## src/design/rat_pkg.sv

```systemverilog
// Shared constants, codes and types of the region address translation table.
`timescale 1ns / 1ps

package rat_pkg;

   // Field widths on the ports
   localparam int OP_BITS   = 2;
   localparam int ST_BITS   = 2;
   localparam int DATA_BITS = 32;
   localparam int LEN_BITS  = 32;
   // Range end sums: address plus length, never wrapping
   localparam int SUM_BITS  = LEN_BITS + 1;

   // Defaults of the top-level parameters
   localparam int DEF_NUM_REGIONS = 16;
   localparam int DEF_ADDR_BITS   = 32;

   // Operation codes
   localparam logic [OP_BITS-1:0] OP_REGISTER  = 2'd0;
   localparam logic [OP_BITS-1:0] OP_TRANSLATE = 2'd1;
   localparam logic [OP_BITS-1:0] OP_REVERSE   = 2'd2;
   localparam logic [OP_BITS-1:0] OP_CLEAR     = 2'd3;

   // Status codes
   localparam logic [ST_BITS-1:0] ST_OK        = 2'd0;
   localparam logic [ST_BITS-1:0] ST_CLASH     = 2'd1;
   localparam logic [ST_BITS-1:0] ST_FULL      = 2'd2;
   localparam logic [ST_BITS-1:0] ST_NOT_FOUND = 2'd3;

   // Compare flags of one stored region against the request in flight
   typedef struct packed {
      logic clash;
      logic fwd_hit;
      logic rev_hit;
   } rat_hit_type;

   // One result
   typedef struct packed {
      logic [ST_BITS-1:0]   status;
      logic [DATA_BITS-1:0] phys_out;
      logic [DATA_BITS-1:0] virt_out;
      logic [DATA_BITS-1:0] kern_out;
      logic [DATA_BITS-1:0] offset_out;
   } rat_rsp_type;

endpackage

```

## src/design/rat_entry.sv

```systemverilog
// One stored region: its base and size registers and its range comparators.
`timescale 1ns / 1ps

module rat_entry #(
   parameter int AW = rat_pkg::DEF_ADDR_BITS
) (
   input  logic                         clock,
   input  logic                         wr_en,
   input  logic [AW-1:0]                wr_virt,
   input  logic [AW-1:0]                wr_phys,
   input  logic [AW-1:0]                wr_kern,
   input  logic [rat_pkg::LEN_BITS-1:0] wr_len,
   input  logic [AW-1:0]                lk_virt,
   input  logic [AW-1:0]                lk_phys,
   input  logic [rat_pkg::LEN_BITS-1:0] lk_len,
   output rat_pkg::rat_hit_type         hit,
   output logic [AW-1:0]                fwd_off,
   output logic [AW-1:0]                rev_off,
   output logic [AW-1:0]                virt_base,
   output logic [AW-1:0]                phys_base,
   output logic [AW-1:0]                kern_base
);

   localparam int SW = rat_pkg::SUM_BITS;

   logic [AW-1:0]                virt_ff;
   logic [AW-1:0]                phys_ff;
   logic [AW-1:0]                kern_ff;
   logic [rat_pkg::LEN_BITS-1:0] size_ff;

   logic [SW-1:0] v, vend, rv, rend, p, rp, pend;

   // Region storage, written once when the region is registered
   always_ff @(posedge clock) begin
      if (wr_en) begin
         virt_ff <= wr_virt;
         phys_ff <= wr_phys;
         kern_ff <= wr_kern;
         size_ff <= wr_len;
      end
   end

   // Range ends as wide sums
   always_comb begin
      v    = SW'(lk_virt);
      vend = SW'(lk_virt) + SW'(lk_len);
      rv   = SW'(virt_ff);
      rend = SW'(virt_ff) + SW'(size_ff);
      p    = SW'(lk_phys);
      rp   = SW'(phys_ff);
      pend = SW'(phys_ff) + SW'(size_ff);
   end

   // Overlap and containment tests
   always_comb begin
      hit.clash   = (v >= rv && vend <= rend)    // region holds request
                 || (rv >= v && rend <= vend)    // request holds region
                 || (v >= rv && v < rend)        // first byte inside
                 || (rv < vend && vend <= rend); // last byte inside
      hit.fwd_hit = (v >= rv) && (v < rend) && (vend <= rend);
      hit.rev_hit = (p >= rp) && (p < pend);
   end

   assign fwd_off   = lk_virt - virt_ff;
   assign rev_off   = lk_phys - phys_ff;
   assign virt_base = virt_ff;
   assign phys_base = phys_ff;
   assign kern_base = kern_ff;

endmodule

```

## config.mk

```make
export PLATFORM = sky130hd
export DESIGN_NAME = rat_entry
export DESIGN_NICKNAME = d
export VERILOG_FILES = /design/src/design/rat_pkg.sv /design/src/design/rat_entry.sv
export SDC_FILE = /design/constraint.sdc
export NUM_CORES = 1
export LEC_CHECK = 0
export BUFFER_PORTS_ARGS = -buffer_cell sky130_fd_sc_hd__buf_2
export CAP_MARGIN = 20
export CORE_MARGIN = 2
export CORE_UTILIZATION = 37
export DETAILED_ROUTE_END_ITERATION = 12
export PLACE_DENSITY = 0.59
export SYNTH_ARGS = -nofsm -noshare
export SYNTH_HDL_FRONTEND = slang
export SYNTH_SLANG_ARGS = --single-unit
```

## constraint.sdc

```tcl
create_clock -name clock -period 12.8 [get_ports clock]
set_clock_uncertainty 0.1 [all_clocks]
set_input_delay 2.56 -clock clock [delete_from_list [all_inputs] [get_ports clock]]
set_output_delay 2.56 -clock clock [all_outputs]
set_load 0.005 [all_outputs]
```

==> metrics.txt <==
vias per cell=5.35; PD cells=115 mW/mm²; Post-synth EDFFs=128; simple-gate share of the synthesized area=13.6%; first-pass GRT wire length=74300 µm; final-stage net count=2549; Least-Margin Pin Slew=0.913 ns; layout cells sized above 1=21.9%; Fill cells=3973; die area=0.0414 mm²; # H-tree levels=4; Final Wtd Congestion=0.916; CP startpoint kind=primary input; Worst Path Required=10.14 ns; drt initial violations=569; Post-Synth Adder-Cell Area=24.9%; setup_tns=0 ns; # setup viols final=0; post-CTS sizing=0; Synth Register Bits=128; crit path capture type=primary output; largest net degree at the start of global routing=69; Fin. Hold Viols=0; worst vdd ir=126 µV; Primary FF master, synth=edfxtp_1; Critical Path Sink=hit[2]; outcome=finished, final reports clean; Worst-path clk slew=0.06 ns; total CTS buffers=17; largest family of logic cells by synthesized area=adder cells; post-synthesis net count=2153; total power=2.06 mW; crit path DAT=7.25 ns; Routed Antenna Nets=0; area of the mapped netlist=0.0147 mm²; hold_buf cts=0; final slew viol count=0; Critical Path Start=lk_virt[1]; core area=0.0395 mm²; GRT overflow=0; Post-Route WL=48300 µm; initial antenna violation count=3; Hold WC Path Type=in2reg; drt drc=0; Compound-Gate Fraction of Synth Area=23.3%; IO Pins=389; critical path class=in2out; maximum buffer depth of the clock tree=2; DR vias=13800; post-synthesis xor/xnor area fraction=8.03%; unique cell type count in the Yosys netlist=83; f_max=0.101 GHz; Syn. warnings=0; Mean Syn Cell Area=8.99 µm²; Layout area overhead=21.2%; Max-Cap Viols=0; RSZ-0062 raised after global routing=no; Pleak=8.58 nW; ys async rst share=0%; first drt pass iteration count=7; headroom to the max-slew limit=39.1%; Die H=203 µm; port bufs=388; FP Rows=73; area of the multi-input gates=0.0103 mm²; vias in the first global route=13900; sequential fraction of the synthesis area=26.1%; CTS Sinks=128; GRT Overall Usage=23.1%; Gate Count Post-Synth=1638; clock root buffer=clkbuf_16; Critical Path Fanout Max=5; Detailed Place HPWL=41500 µm; min-delay src=wr_virt[1]; crit path time final=9.91 ns; CTS tree=yes; total setup buffers inserted after CTS=0; sequential cell area=0.00384 mm²; routed len/inst=18.7 µm; Initial Util=37.3%; proportion of synthesized area in mux cells=0%; Die W=203 µm; Final Cycle Share=77.4%
==> metrics by stage <==
step,util [%],area (µm²),setup WS [ns],cells,hold WS [ns]
floorplan,-,14700,3.91,1638,2.56
global placement,43.8,17300,2.93,2540,2.64
detailed placement,43.8,17300,2.86,2540,2.64
CTS,45.2,17800,2.85,2572,2.16
global route,45.2,17800,2.53,2574,2.16
finish,45.2,17800,2.89,2574,2.20
==> layer usage <==
metal	global-route usage, %	vias to the layer above	wire length, µm
li1	-	6950	-
met1	30.1	6424	22100
met2	39.5	350	23000
met3	3.31	49	2140
met4	7.27	2	1020
met5	0	-	13
==> placed cells by master (no fill, tap or decap), types with 16 or more instances in the layout <==
master,netlist,layout
o21ai_0,85,85
a211oi_1,18,18
ha_1,284,284
nand2b_1,24,24
xor2_1,53,53
a21oi_1,171,171
nor3_1,35,35
clkbuf_16,0,17
nand3_1,57,57
a21o_1,72,72
xnor2_1,82,82
nor2_1,102,102
edfxtp_1,128,128
nor2b_1,16,16
o21a_1,26,26
a31oi_1,16,16
inv_1,148,148
nand4_1,27,27
nand2_1,73,73
buf_2,0,387
o21bai_1,27,27
==> state kept, by name, indices dropped and copies added, names as in the netlist <==
signal	count
kern_base	32
phys_base	32
size_ff	32
virt_base	32
==> where the power goes <==
part           internal, mW  switching [mW]  leakage, nW
sequential            0.501          0.0391         1.25
combinational         0.465           0.591         7.07
clock                 0.268           0.195        0.266
==> worst max-delay path: stages <==
cell and delay [ns]:
buf_2 0.13, ha_1 0.30, a211oi_1 0.32, o21ai_0 0.18, a31oi_1 0.40, o21ai_1 0.28, a21bo_2 0.27, a21oi_1 0.21
xnor2_1 0.18, inv_1 0.07, ha_1 0.30, nand3_1 0.08, or3_1 0.44, a21oi_1 0.13, a2111oi_0 0.08, a41oi_1 0.35
nor2_1 0.07, o311a_1 0.34, nor4_1 0.28, o21ai_1 0.13, buf_2 0.14
==> cells in the mapped netlist, types with 5 or more instances <==
master,count,area share [%]
a21o_1,72,3.7
o21ai_0,85,2.9
a31oi_1,16,0.68
o21ai_1,7,0.24
ha_1,284,24
xor2_1,53,3.2
o211ai_1,13,0.66
and4_1,6,0.36
a41oi_1,5,0.30
xnor2_1,82,4.9
a211o_1,7,0.42
o21a_1,26,1.3
nor2_1,102,2.6
edfxtp_1,128,26
o21bai_1,27,1.4
and3_1,13,0.55
a21oi_1,171,5.8
a21boi_0,7,0.36
nand2_1,73,1.9
nand3_1,57,1.9
a211oi_1,18,0.92
o2111ai_1,6,0.36
nor4_1,10,0.43
or3_1,13,0.55
nor2b_1,16,0.68
inv_1,148,3.8
or2_2,6,0.26
clkbuf_1,10,0.26
nand2b_1,24,1.0
fa_1,5,0.68
nor3_1,35,1.2
nand4_1,27,1.1
o31ai_1,8,0.41
==> logic make-up (layout without fill, tap and decap cells) <==
family          after synthesis  after routing
flops                       128            128
compound gates              525            525
buf+inv                     160            569
other cells                   0              2
fa+ha+maj                   290            290
simple gates                400            400
xor+xnor                    135            135
==> worst min path at each step <==
stage,endpoint,slack (ns),cells after the start
floorplan,kern_base[0],2.56,0
global placement,phys_base[17],2.64,1
detailed placement,virt_base[29],2.64,1
CTS,virt_base[1],2.16,1
global route,virt_base[1],2.16,1
finish,virt_base[1],2.20,1
==> final cells by class <==
type,instances,share of cell area (%)
Antenna cell,2,0.0280
Sequential cell,128,21.5
Inverter,148,3.11
Timing Repair Buffer,389,11.0
Clock buffer,17,2.38
Tap cell,525,3.68
Clock inverter,15,0.764
Multi-Input combinational cell,1350,57.5
Power figures use the tool's default switching activity.
